[src/hdl/lzss_fifo.sv]
// small synchronous queue of packed words, first word shown on the read side
// generic in word type and depth (power of two, at least two)
// no package dependencies
`timescale 1ns / 1ps
`default_nettype none

module lzss_fifo #(
    parameter type T = logic,
    parameter int DEPTH = 4
) (
    input  logic clk,
    input  logic rst_n,
    input  logic wr_en,
    input  T     wr_data,
    output logic full,
    input  logic rd_en,
    output T     rd_data,
    output logic empty
);

    localparam int PW = $clog2(DEPTH);

    T               entries_reg [DEPTH];
    logic [PW:0]    wptr_reg;
    logic [PW:0]    rptr_reg;
    logic           do_wr;
    logic           do_rd;

    assign empty = (wptr_reg == rptr_reg);
    assign full  = (wptr_reg[PW] != rptr_reg[PW]) &&
                   (wptr_reg[PW-1:0] == rptr_reg[PW-1:0]);
    assign do_wr = wr_en && !full;
    assign do_rd = rd_en && !empty;
    assign rd_data = entries_reg[rptr_reg[PW-1:0]];

    always_ff @(posedge clk or negedge rst_n)
    begin
        if (!rst_n)
        begin
            wptr_reg <= '0;
            rptr_reg <= '0;
        end
        else
        begin
            if (do_wr)
            begin
                wptr_reg <= wptr_reg + (PW+1)'(1);
            end
            if (do_rd)
            begin
                rptr_reg <= rptr_reg + (PW+1)'(1);
            end
        end
    end

    always_ff @(posedge clk)
    begin
        if (do_wr)
        begin
            entries_reg[wptr_reg[PW-1:0]] <= wr_data;
        end
    end

endmodule

`default_nettype wire

[config.mk]
export PLATFORM = sky130hd
export DESIGN_NAME = lzss_fifo
export DESIGN_NICKNAME = d
export VERILOG_FILES = /design/src/hdl/lzss_fifo.sv
export SDC_FILE = /design/constraint.sdc
export NUM_CORES = 1
export LEC_CHECK = 0
export BUFFER_PORTS_ARGS = -buffer_cell sky130_fd_sc_hd__buf_2
export CORE_MARGIN = 1
export CORE_UTILIZATION = 25
export CTS_BUF_LIST = sky130_fd_sc_hd__clkbuf_16
export DETAILED_ROUTE_END_ITERATION = 10
export PLACE_DENSITY = 0.38
export SKIP_CTS_REPAIR_TIMING = 1
export SYNTH_ARGS = -nofsm -noshare
export SYNTH_HDL_FRONTEND = slang
export SYNTH_SLANG_ARGS = --single-unit
[constraint.sdc]
create_clock -name clk -period 1.7 [get_ports clk]
set_clock_uncertainty 0.1 [all_clocks]
set_input_delay 0.17 -clock clk [delete_from_list [all_inputs] [get_ports clk]]
set_output_delay 0.17 -clock clk [all_outputs]
set_load 0.05 [all_outputs]
# Word-level counts from Yosys, hierarchy flattened
# Memories as Yosys holds them, arrays and structs flattened.
# Index checks and enable logic that the tools add are counted.
# word_totals
reg_bits,6
latchBits,0
ramBits,4
mem_bits_ro,0
in_bits,5
word_cells,15
n_memories,1
# op_classes
add_sub_neg,2
mul,0
div,0
magnitude_cmp,0
n_eq_ne,3
shifts,0
muxes,2
n_bitwise,0
n_reduce_logical,5
# memory_table
memory,words,width,rd,rd_ports_with_merged_regs,wr,line_no,text
entries_reg,4,1,1,0,1,23,T entries_reg [DEPTH];
# op_table
operator,n
"3-bit by 1-bit adder with 3-bit output, second input constant",2
3-bit equality test,1
1-bit logical AND,3
2-bit equality test,1
1-bit zero test,2
1-bit 2-to-1 mux,2
1-bit inequality test,1

# Logic depth before layout (Yosys ltp)
# logic_depth
depth_word,6
depth_mapped,5

# Worst setup path after synthesis
# OpenSTA, ideal clock, no wires.
# synth_timing
kind,register -> output
from,register wptr_reg[0]
to,output empty
arrival_ns,1.770
required_ns,1.430
setup_slack_ns,-0.340
stages_incl_launch_ff,3
n_path_buf,0
path_cell_list,dfrtp_1 > xor2_1 > nor3_1
# synth_between
elab_chain_cells,1
# synth_lines
element,line_no,text
start: declaration,24,logic [PW:0] wptr_reg;
start signal: assignment,47,wptr_reg <= wptr_reg + (PW+1)'(1);
3-bit equality test,29,assign empty = (wptr_reg == rptr_reg);
end: declaration,18,output logic empty
# No other way between the ends.

# Worst setup path in the final report
# layout_timing
from,register wptr_reg[2]
to,output full
# layout_between
elab_chain_cells,2
# layout_lines
element,line_no,text
1-bit inequality test,30,assign full = (wptr_reg[PW] != rptr_reg[PW]) &&
1-bit logical AND,30,
end: declaration,15,"output logic full,"
# No other way between the ends.

==> summary.md <==
| Metric | Value |
|---|---|
| Kind of start point of the critical path | register |
| CTS sink count | 10 |
| Least-Margin Pin Slew | 332 ps |
| Io pins | 8 |
| Vias per cell | ~4.7 |
| Clk_lat worst skew | about 240 ps |
| CTS Buf Count | 3 |
| Cells after Synth | 54 |
| Final core utilization | roughly two fifths |
| Slew Viols, Final | 0 |
| Die Width | ~52 um |
| Yosys cell types | 23 |
| Synthesized area | 622 um2 |
| Critical path type | register to primary output |
| CP Capture Type | primary output |
| Setup_tns | 0 ps |
| Total Wirelength | between 1 and 1.5 mm |
| ANT nets after route | 0 |
| Sequential share of the synthesized area | 43.5% |
| FILL cells | between 200 and 250 |
| Hold Path Stages | 1 |
| NumNets Final | 83 |
| WL/cell | between 10 and 15 um |
| Clock Tree Root | clkbuf_16 |
| Buffers on Ports | 7 |
| Slew HR | between 70% and 80% |
| Fin Hold WS | approximately 70 ps |
| Net Count, Synth | 64 |
| Hold Fails Final Rpt | 0 |
| Worst Hold Endpoint | entries_reg[3] |
| Vias in the first global route | 417 |
| First drt pass iteration count | 4 |
| Die Y | approximately 52 um |
| Initial antenna violation count | 0 |
| Worst r2r dst | wptr_reg[1] |
| Die Area | around 2700 um2 |
| Dpl cells | 92 |
| Placeable Area | about 2300 um2 |
| Largest register FFs | 4 |
| Tcrit/Tclk final | between 90% and 100% |
| Max frequency | 603 MHz |
| Hold path start | wr_data |
| Hpwl dp | 1.02 mm |
| Fraction of layout cells with a size suffix above 1 | 38.9% |
| RSZ-0062 raised after global routing | no |
| # rows | 17 |
| Post-synth top area share | 24.1% |
| Crit-path max FO | 5 |
| Status | completed |
| Starting Density | a little over a quarter |
| Vias | about 470 |
| P&R area growth vs syn | 41.2% |
| CTS Buffer Depth | 2 |
| Minimum clock period | 1660 ps |
| Req. time, crit path | between 1000 and 1500 ps |
| Global route overflow | 0 |
| RR Startpoint | wptr_reg[1] |
| N_diodes | 0 |
| Crit path arrival time | 1390 ps |
| Most common cell after layout, fill and taps aside | buf_4 |
| Most frequent cells in the layout | buf_4, ha_1 |
| GRT Util Overall | between 10 and 15% |
| Count of state elements after synthesis | 10 |
| Final setup fails | 0 |
| TritonCTS clock tree | done |
| Clock transition at path regs | 40 ps |
| Post-route DRC | 0 |
| Initial drt markers | 3 |
| Hold WC Path Type | input port to register |
| Synth area leader | dfrtp_1 |
| Syn avg cell area | 11.5 um2 |
| Synth warn | 0 |
| Max cap viols | 0 |
| Non-filler cells, final | 100 |
| H-tree Lvls | 1 |
| Top post-synthesis cells by area | dfrtp_1, edfxtp_1, ha_1, xnor2_1, o31ai_1 |
| Worst r2r path cells | 5 |
| Reg2Reg Setup Slack | around 210 ps |
| Pin count of the biggest net entering global routing | 8 |
| GP Congestion | 0.662 |
| First-pass GRT wire length | roughly 2.2 mm |
==> critical path, stage by stage (launching register included) <==
cell and delay [ps]:
dfrtp_1 440, xor2_4 270, nand3_2 150, inv_1 70
clkbuf_4 220
==> worst max path at each step <==
stage                      startpoint    end  slack, ps  depth (start not counted)
after detailed placement  rptr_reg[2]   full        160                          4
after floorplan           wptr_reg[0]  empty         70                          2
after global routing      wptr_reg[2]   full          9                          4
final                     wptr_reg[2]   full         40                          4
after CTS                 rptr_reg[2]   full       -110                          4
after global placement    rptr_reg[2]   full        140                          4
==> per-stage QoR <==
stage	area (um2)	worst slack, ps
finish	878	40.8
CTS	801	-107
floorplan	627	71.7
detailed placement	722	155
global placement	722	137
global route	878	8.92
==> synthesized netlist by cell type <==
| cell | instances |
|---|---|
| dfrtp_1 | 6 |
| a21o_1 | 1 |
| o31ai_1 | 4 |
| nand3_2 | 1 |
| nand3_1 | 1 |
| ha_1 | 5 |
| xor2_2 | 1 |
| a211oi_1 | 2 |
| nand2b_1 | 2 |
| xnor2_1 | 5 |
| a21oi_1 | 4 |
| xor2_1 | 3 |
| nand2_1 | 1 |
| and3_1 | 3 |
| mux4_1 | 1 |
| nor3_1 | 1 |
| nor2_1 | 1 |
| clkbuf_2 | 1 |
| inv_1 | 4 |
| a31oi_1 | 1 |
| edfxtp_1 | 4 |
| and2_1 | 1 |
| a31oi_2 | 1 |
==> kinds of logic (layout without fill, tap and decap cells) <==
family | after synthesis | count (layout) | share of synthesized area (%)
compound gates | 13 | 13 | 14.7
xor+xnor | 9 | 9 | 13.9
fa+ha+maj | 5 | 5 | 10.1
buf+inv | 5 | 23 | 3.22
flops | 10 | 10 | 43.5
mux | 1 | 1 | 4.23
simple gates | 11 | 11 | 10.5
==> per-layer routing <==
metal / vias up / track usage (%) / wire [um]
met5: - / 0 / 0
met4: 0 / 9.46 / 58
met3: 4 / 4.39 / 47
met1: 227 / 14.3 / 633
li1: 232 / - / -
met2: 8 / 18.4 / 619
==> final cells by class <==
| type | instances | area, um2 | share of cell area, % |
|---|---|---|---|
| multi-input cells | 39 | 367 | 41.7 |
| clock buffers | 3 | 75.1 | 8.55 |
| repair buffers | 15 | 109 | 12.4 |
| well taps | 28 | 35.0 | 3.99 |
| flip-flops and latches | 10 | 274 | 31.2 |
| inverters | 4 | 15.0 | 1.71 |
| clock inverters | 1 | 3.75 | 0.427 |
Power is not shown: default switching activity piles up to over one toggle a cycle in this logic, so the estimate is an artifact.
