<file path="src/hdl/lzss_pkg.sv">
// shared types and constants for the lzss stream decompressor
// word formats on both channels and the command word between front and back
// no dependencies
`timescale 1ns / 1ps
`default_nettype none

package lzss_pkg;

    // result status codes
    localparam logic [1:0] ST_RUN   = 2'd0;
    localparam logic [1:0] ST_OK    = 2'd1;
    localparam logic [1:0] ST_DIST  = 2'd2;
    localparam logic [1:0] ST_SHORT = 2'd3;

    // token layout: 12-bit distance over 4-bit length code
    localparam int         DIST_BITS = 12;
    localparam int         LEN_BITS  = 4;
    localparam int         COUNT_BITS = 5;
    localparam logic [COUNT_BITS-1:0] LEN_BIAS = 5'd3;

    localparam int CMD_FIFO_DEPTH = 4;
    localparam int OUT_FIFO_DEPTH = 4;

    typedef struct packed {
        logic [7:0]  in_byte;
        logic        blob_last;
        logic [23:0] blob_size;
    } in_word_t;

    typedef struct packed {
        logic [7:0] out_byte;
        logic       byte_valid;
        logic       blob_done;
        logic [1:0] status;
    } out_word_t;

    typedef enum logic [1:0] {
        CMD_LIT,
        CMD_COPY,
        CMD_STAT
    } cmd_kind_t;

    // one unit of work for the back end
    typedef struct packed {
        cmd_kind_t             kind;
        logic [7:0]            data;
        logic [DIST_BITS-1:0]  back_dist;
        logic [COUNT_BITS-1:0] count;
        logic                  done;
        logic [1:0]            status;
    } cmd_t;

endpackage

`default_nettype wire

</file>
<file path="src/hdl/lzss_front.sv">
// front end: parses flag bytes and tokens, tracks blob progress and errors
// and issues literal, copy and status commands; depends on lzss_pkg
`timescale 1ns / 1ps
`default_nettype none

module lzss_front #(
    parameter int SIZE_BITS = 24
) (
    input  logic             clk,
    input  logic             rst_n,
    input  logic             push,
    input  lzss_pkg::in_word_t in_word,
    input  logic             cmd_full,
    output logic             cmd_push,
    output lzss_pkg::cmd_t   cmd
);

    import lzss_pkg::*;

    typedef enum logic [1:0] {
        PP_FLAG,
        PP_UNIT,
        PP_TLOW
    } parse_phase_t;

    typedef enum logic [1:0] {
        BP_IDLE,
        BP_RUN,
        BP_DONE
    } blob_phase_t;

    parse_phase_t           parse_phase_reg, parse_phase_next;
    blob_phase_t            blob_phase_reg, blob_phase_next;
    logic [SIZE_BITS-1:0]   produced_reg, produced_next;
    logic [SIZE_BITS-1:0]   target_reg, target_next;
    logic [7:0]             flag_bits_reg, flag_bits_next;
    logic [3:0]             bits_left_reg, bits_left_next;
    logic [7:0]             token_high_reg, token_high_next;

    logic                   accept;
    logic                   start;
    logic                   last;
    logic [7:0]             b;
    logic [31:0]            size_ext;
    parse_phase_t           pp_cur;
    logic [SIZE_BITS-1:0]   prod_cur;
    logic [SIZE_BITS-1:0]   tgt_cur;
    logic [SIZE_BITS-1:0]   remain;
    logic [7:0]             flags_cur;
    logic [3:0]             bits_cur;
    logic [3:0]             bits_dec;
    logic [15:0]            token;
    logic [DIST_BITS-1:0]   back_dist;
    logic [COUNT_BITS-1:0]  len;
    logic [COUNT_BITS-1:0]  count;
    logic                   unit_done;
    logic                   finish;
    logic [1:0]             fin_status;

    assign accept   = push && !cmd_full;
    assign last     = in_word.blob_last;
    assign b        = in_word.in_byte;
    assign size_ext = 32'(in_word.blob_size);

    // a new blob starts from cleared parse state
    assign start     = (blob_phase_reg == BP_IDLE);
    assign pp_cur    = start ? PP_FLAG : parse_phase_reg;
    assign prod_cur  = start ? '0 : produced_reg;
    assign tgt_cur   = start ? size_ext[SIZE_BITS-1:0] : target_reg;
    assign flags_cur = start ? 8'd0 : flag_bits_reg;
    assign bits_cur  = start ? 4'd0 : bits_left_reg;
    assign bits_dec  = (bits_cur != 4'd0) ? bits_cur - 4'd1 : 4'd0;

    assign token     = {(start ? 8'd0 : token_high_reg), b};
    assign back_dist = token[15:LEN_BITS];
    assign len       = COUNT_BITS'(token[LEN_BITS-1:0]) + LEN_BIAS;
    assign remain    = tgt_cur - prod_cur;
    assign count     = (remain < SIZE_BITS'(len)) ? remain[COUNT_BITS-1:0] : len;

    always_comb
    begin
        parse_phase_next = parse_phase_reg;
        blob_phase_next  = blob_phase_reg;
        produced_next    = produced_reg;
        target_next      = target_reg;
        flag_bits_next   = flag_bits_reg;
        bits_left_next   = bits_left_reg;
        token_high_next  = token_high_reg;
        cmd_push         = 1'b0;
        cmd              = '0;
        cmd.kind         = CMD_STAT;
        cmd.status       = ST_RUN;
        unit_done        = 1'b0;
        finish           = 1'b0;
        fin_status       = ST_RUN;

        if (accept)
        begin
            if (blob_phase_reg == BP_DONE)
            begin
                // tail of a finished blob is dropped
                if (last)
                begin
                    blob_phase_next = BP_IDLE;
                end
            end
            else
            begin
                parse_phase_next = pp_cur;
                produced_next    = prod_cur;
                target_next      = tgt_cur;
                flag_bits_next   = flags_cur;
                bits_left_next   = bits_cur;
                token_high_next  = start ? 8'd0 : token_high_reg;
                blob_phase_next  = BP_RUN;

                if (start && (tgt_cur == '0))
                begin
                    finish     = 1'b1;
                    fin_status = ST_OK;
                end
                else
                begin
                    unique case (pp_cur)
                        PP_FLAG:
                        begin
                            flag_bits_next   = b;
                            bits_left_next   = 4'd8;
                            parse_phase_next = PP_UNIT;
                        end
                        PP_UNIT:
                        begin
                            if (flags_cur[0])
                            begin
                                cmd_push      = 1'b1;
                                cmd.kind      = CMD_LIT;
                                cmd.data      = b;
                                produced_next = prod_cur + SIZE_BITS'(1);
                                unit_done     = 1'b1;
                            end
                            else
                            begin
                                token_high_next  = b;
                                parse_phase_next = PP_TLOW;
                            end
                        end
                        PP_TLOW:
                        begin
                            if ((back_dist == '0) || (SIZE_BITS'(back_dist) > prod_cur))
                            begin
                                finish     = 1'b1;
                                fin_status = ST_DIST;
                            end
                            else
                            begin
                                cmd_push      = 1'b1;
                                cmd.kind      = CMD_COPY;
                                cmd.back_dist = back_dist;
                                cmd.count     = count;
                                produced_next = prod_cur + SIZE_BITS'(count);
                                unit_done     = 1'b1;
                            end
                        end
                        default:
                        begin
                        end
                    endcase

                    if (unit_done)
                    begin
                        flag_bits_next   = flags_cur >> 1;
                        bits_left_next   = bits_dec;
                        parse_phase_next = (bits_dec == 4'd0) ? PP_FLAG : PP_UNIT;
                        if (produced_next >= tgt_cur)
                        begin
                            finish     = 1'b1;
                            fin_status = ST_OK;
                        end
                        else if (last)
                        begin
                            finish     = 1'b1;
                            fin_status = ST_SHORT;
                        end
                    end
                    else if (!finish && last)
                    begin
                        finish     = 1'b1;
                        fin_status = ST_SHORT;
                    end
                end

                // end of blob rides on the byte command, or goes alone
                if (finish)
                begin
                    cmd_push        = 1'b1;
                    cmd.done        = 1'b1;
                    cmd.status      = fin_status;
                    blob_phase_next = last ? BP_IDLE : BP_DONE;
                end
            end
        end
    end

    always_ff @(posedge clk or negedge rst_n)
    begin
        if (!rst_n)
        begin
            parse_phase_reg <= PP_FLAG;
            blob_phase_reg  <= BP_IDLE;
            produced_reg    <= '0;
            target_reg      <= '0;
            flag_bits_reg   <= '0;
            bits_left_reg   <= '0;
            token_high_reg  <= '0;
        end
        else
        begin
            parse_phase_reg <= parse_phase_next;
            blob_phase_reg  <= blob_phase_next;
            produced_reg    <= produced_next;
            target_reg      <= target_next;
            flag_bits_reg   <= flag_bits_next;
            bits_left_reg   <= bits_left_next;
            token_high_reg  <= token_high_next;
        end
    end

endmodule

`default_nettype wire

</file>
<file path="config.mk">
export PLATFORM = sky130hd
export DESIGN_NAME = lzss_front
export DESIGN_NICKNAME = d
export VERILOG_FILES = /design/src/hdl/lzss_pkg.sv /design/src/hdl/lzss_front.sv
export SDC_FILE = /design/constraint.sdc
export NUM_CORES = 1
export LEC_CHECK = 0
export BUFFER_PORTS_ARGS = -buffer_cell sky130_fd_sc_hd__buf_2
export CAP_MARGIN = 20
export CELL_PAD_IN_SITES_DETAIL_PLACEMENT = 1
export CELL_PAD_IN_SITES_GLOBAL_PLACEMENT = 2
export CORE_ASPECT_RATIO = 1.75
export CORE_MARGIN = 2
export CORE_UTILIZATION = 39
export CTS_BUF_LIST = sky130_fd_sc_hd__clkbuf_16
export CTS_CLUSTER_SIZE = 40
export DETAILED_ROUTE_END_ITERATION = 8
export PLACE_DENSITY_LB_ADDON = 0.1
export SLEW_MARGIN = 20
export SYNTH_ARGS = -nofsm -noshare
export SYNTH_HDL_FRONTEND = slang
export SYNTH_SLANG_ARGS = --single-unit
</file>
<file path="constraint.sdc">
create_clock -name clk -period 21.1 [get_ports clk]
set_clock_uncertainty 0.05 [all_clocks]
set_input_delay 2.11 -clock clk [delete_from_list [all_inputs] [get_ports clk]]
set_output_delay 2.11 -clock clk [all_outputs]
set_load 0.01 [all_outputs]
</file>
# After elaboration in Yosys (flattened, before gate mapping)
# Cells that the tools add are included.
dict set report totals {
  mem_count 0
  romBits 0
  register_bits 72
  mem_bits_rw 0
  wordCells 106
  latchBits 0
}
dict set report classes {
  n_reduce_logical 14
  muxes 72
  add_sub_neg 5
  shift 0
  mul 0
  n_div 0
  n_lt_le_gt_ge 3
  bitwise 1
  eq_ne 4
}
# op n
set ops {}
lappend ops {{two-way mux 24 bit} 8}
lappend ops {{two-way mux 8 bit} 9}
lappend ops {{two-way mux 30 bit} 2}
lappend ops {{case mux 24 bit (2 select lines)} 1}
lappend ops {{two-way mux 17 bit} 2}
lappend ops {{two-way mux 2 bit} 16}
lappend ops {{two-way mux 27 bit} 1}
lappend ops {{adder 24 x 1 -> 24 bit (second input constant)} 1}
lappend ops {{adder 24 x 5 -> 24 bit} 1}
lappend ops {{greater-or-equal comparator 24 bit} 1}
lappend ops {{greater-than comparator 12 x 24 -> 1 bit} 1}
lappend ops {{zero test 24 bit} 1}
lappend ops {{less-than comparator 24 x 5 -> 1 bit} 1}
lappend ops {{subtractor 24 bit} 1}
lappend ops {{two-way mux 1 bit} 22}
lappend ops {{two-way mux 4 bit} 5}
lappend ops {{zero test 12 bit} 1}
lappend ops {{two-way mux 10 bit} 1}
lappend ops {{case mux 2 bit (2 select lines)} 2}
lappend ops {{adder 4 x 2 -> 5 bit (second input constant)} 1}
lappend ops {{two-way mux 5 bit} 1}
lappend ops {{== test 2 bit (second input constant)} 2}
lappend ops {{zero test 2 bit} 2}
lappend ops {{zero test 4 bit} 1}
lappend ops {{other kinds (11)} 15}

# Longest topological paths before layout
dict set report depth {
  depth_word 20
  mapped_depth 46
  depth_no_buf 40
}

# Worst setup path before layout
# No wires, ideal clock.
dict set report synth_timing {
  path_type {input -> output}
  start {in in_word[0] (netlist bit)}
  end {out cmd[2] (netlist bit)}
  setup_slack_ns 9.770
  arrival_time_ns 9.170
  cell_stages 37
  t_required_ns 18.940
  cell_sequence {mux2i_1 ha_1 inv_1 fa_1 a21o_1 or3_1 nand2_1 xnor2_1 ha_1 nand2_1 o21ai_0 a2111oi_0 o211ai_1 a211oi_1 nand3_1 a2111oi_1 and4_1 buf_6 mux2i_1 ha_1 fa_1 a21o_1 a21oi_1 nor2b_1 o21ai_0 nor3_1 nand3_1 or4b_2 o311ai_0 ha_1 nand4_1 or3_1 a21oi_1 a22oi_1 a21oi_1 nor2_1 a21oi_1}
}
# item line_no
set synth_lines {}
lappend synth_lines {{start: declaration} lzss_front.sv:12} ;# input lzss_pkg::in_word_t in_word,
lappend synth_lines {{end: declaration} lzss_front.sv:15} ;# output lzss_pkg::cmd_t cmd

==> impl_metrics.json <==
{
  "worstMarginPinSlew_ns": 1.13,
  "synth.yosys.warnings": 0,
  "crit_required_ns": 18.94,
  "routed_wl_mm": 29.7,
  "ys.flop_type": "dfrtp_1",
  "critPathKind": "input pin to output port",
  "hpwl_mm": 23.6,
  "grt_pass1_vias": 8211,
  "synth_nets": 1110,
  "core-area_um2": 19700,
  "critPathMaxFanout": 10,
  "drv_slew": 0,
  "pin_count": 68,
  "ys_seq_area_frac": 0.231,
  "drive_gt1_frac": 0.116,
  "vias": 7988,
  "yosys.cell_count.top_type": "nand2_1",
  "tritoncts": "built",
  "fp-row-count": 68,
  "post-cts-setup-buffers": 0,
  "ant_nets": 0,
  "fin_tns_setup_ns": 0,
  "clkSinkCount": 72,
  "hold_start": "parse_phase_reg[0]",
  "ctsLongestPathBuffers": 2,
  "slew_headroom": 0.237,
  "hold_violations": 0,
  "cpPeakStageDelay_ns": 0.69,
  "vias_per_cell": 6.25,
  "hold_class": "flop to flop",
  "drv_cap": 0,
  "ys_async_sr_fraction": 1.00,
  "synth_top_area_frac": 0.231,
  "die_w_um": 111,
  "clk_latency_ns": 0.35,
  "p_per_area_nw_per_um2": 160,
  "final_util": 0.436,
  "vdd_drop_max_uv": 87.7,
  "grt_pass1_wl_mm": 46.5,
  "synth_edf_count": 0,
  "synth_seq_cells": 72,
  "portBuffers": 67,
  "setup_viol": 0,
  "reg2reg_from": "blob_phase_reg[1]",
  "status": "completed",
  "grt_antenna_before_repair": 0,
  "rsz0062_at_grt": "no",
  "postCtsHoldBufs": 0,
  "synthTopCellsByArea": "dfrtp_1 23%, ha_1 12%, a21oi_1 5.4%, nand2_1 4.9%, mux2i_1 4.6%",
  "firstDrtPassIters": 7,
  "gp_congestion": 0.907,
  "drcViolationCount": 0,
  "cp.arrival_ns": 10.91,
  "htreeDepth": 3,
  "cts-root-buf": "clkbuf_16",
  "cts_resized": 0,
  "drtIter0Drc": 501,
  "drt-wirelength-per-cell_um": 23.2,
  "crit_start": "in_word[0]",
  "start_util": 0.397,
  "synthDistinctLibCells": 79,
  "die_y_um": 191,
  "area_delta_synth_final_pct": 9.68,
  "grt_max_degree": 72,
  "dieArea_um2": 21200,
  "clk_pin_slew_ns": 0.06,
  "avgSynthCellArea_um2": 7.82,
  "syn_inst": 999,
  "endpoint_kind": "output port",
  "fmax_ghz": 0.0765,
  "antenna_cells": 0,
  "syn_area_um2": 7810,
  "min_period_ns": 13.07,
  "grt_remaining_overflow": 0,
  "synth.top_cells.by_count": "102 x nand2_1, 85 x a21oi_1, 78 x nor2_1",
  "slowest_stage": "or4b_2",
  "yosys.area.top_type": "dfrtp_1",
  "timing.final.crit_share": 0.619,
  "nNetsFinal": 1140,
  "grt_usage": 0.284,
  "critPathLaunchType": "input pin",
  "cts_made_buffers": 9,
  "p_leak_nw": 3.94
}
==> worst paths after layout <==
check	endpoint	slack, ns	cells past startpoint
max	cmd[2]	8.03	38
min	parse_phase_reg[0]	0.45	2
max reg2reg	blob_phase_reg[0]	10.58	37
min in group asynchronous	flag_bits_reg[7]	1.54	1
min reg2reg	parse_phase_reg[0]	0.45	2
max in group asynchronous	produced_reg[19]	18.36	2
==> routing by layer <==
layer | global-route usage | share of wire | vias to the layer above
met5 | 0 | 0 | -
met4 | 0.156 | 0.056 | 0
met3 | 0.0266 | 0.032 | 81
met2 | 0.510 | 0.51 | 209
met1 | 0.330 | 0.40 | 3948
li1 | - | - | 3750
==> critical path, delay by kind of cell <==
family / cells / cell delay [ns]
xor gates and xnor gates: 1 / 0.17
buffers and inverters: 3 / 0.32
and+or+nand+nor: 12 / 3.40
muxes: 2 / 0.58
adders and majority gates: 6 / 1.51
AOI/OAI and AO/OA: 14 / 2.79
==> area by class of cell <==
| cell class | count | area (µm²) |
|---|---|---|
| clock inverter | 7 | 47.5 |
| tap | 245 | 307 |
| multi-input combinational | 813 | 5570 |
| fill | 2460 | 11100 |
| clock buffer | 9 | 225 |
| sequential | 72 | 1800 |
| timing repair buffer | 74 | 390 |
| inverter | 59 | 221 |
==> placed cells by master (no fill, tap or decap), types with 5 or more instances in the layout <==
cell,instances
nand2_1,102
a21oi_1,84
nor2_1,77
ha_1,72
dfrtp_1,72
buf_2,66
inv_1,56
o21ai_0,43
mux2i_1,36
a21o_1,36
and2_1,35
nor3_1,25
nand4_1,20
a22o_1,20
nand3_1,19
nor4_1,18
mux2_2,17
o21a_1,15
xor2_1,13
or3_1,12
nor2b_1,9
a31oi_1,9
o22ai_1,9
o211ai_1,9
clkbuf_16,9
and3_1,8
buf_4,8
xnor2_1,7
nand2b_1,7
a222oi_1,7
o21ai_1,6
and4_1,5
o31ai_1,5
a211oi_1,5
==> kinds of logic (layout without fill, tap and decap cells) <==
kind of cell             after synthesis  count (layout)  share of synthesized area
AND/OR/NAND/NOR                      359             359                      0.229
flip-flops                            72              72                      0.231
AO/OA/AOI/OAI                        304             304                      0.264
multiplexers                          56              56                     0.0750
buffers and inverters                114             149                     0.0575
adder cells (fa/ha/maj)               74              74                      0.121
XOR/XNOR                              20              20                     0.0224
==> report_power, final <==
group          internal, mW  leakage (nW)  switching, mW
Sequential            0.187         0.893         0.0550
Combinational         0.347          2.91          0.638
Clock                0.0796         0.132         0.0664
==> per-stage QoR <==
step                      setup slack (ns)  std cells  power [mW]  hold slack [ns]  instance area, µm²
after global placement                8.27       1263        1.21            0.418                8290
after detailed placement              8.04       1263        1.22            0.441                8290
after floorplan                       9.77        999       0.915            0.400                7810
final                                 8.03       1279        1.37            0.450                8560
after CTS                             8.02       1279        1.37            0.455                8560
after global routing                  7.29       1279        1.49            0.481                8560
No activity file was read; power rests on OpenSTA's default activity.
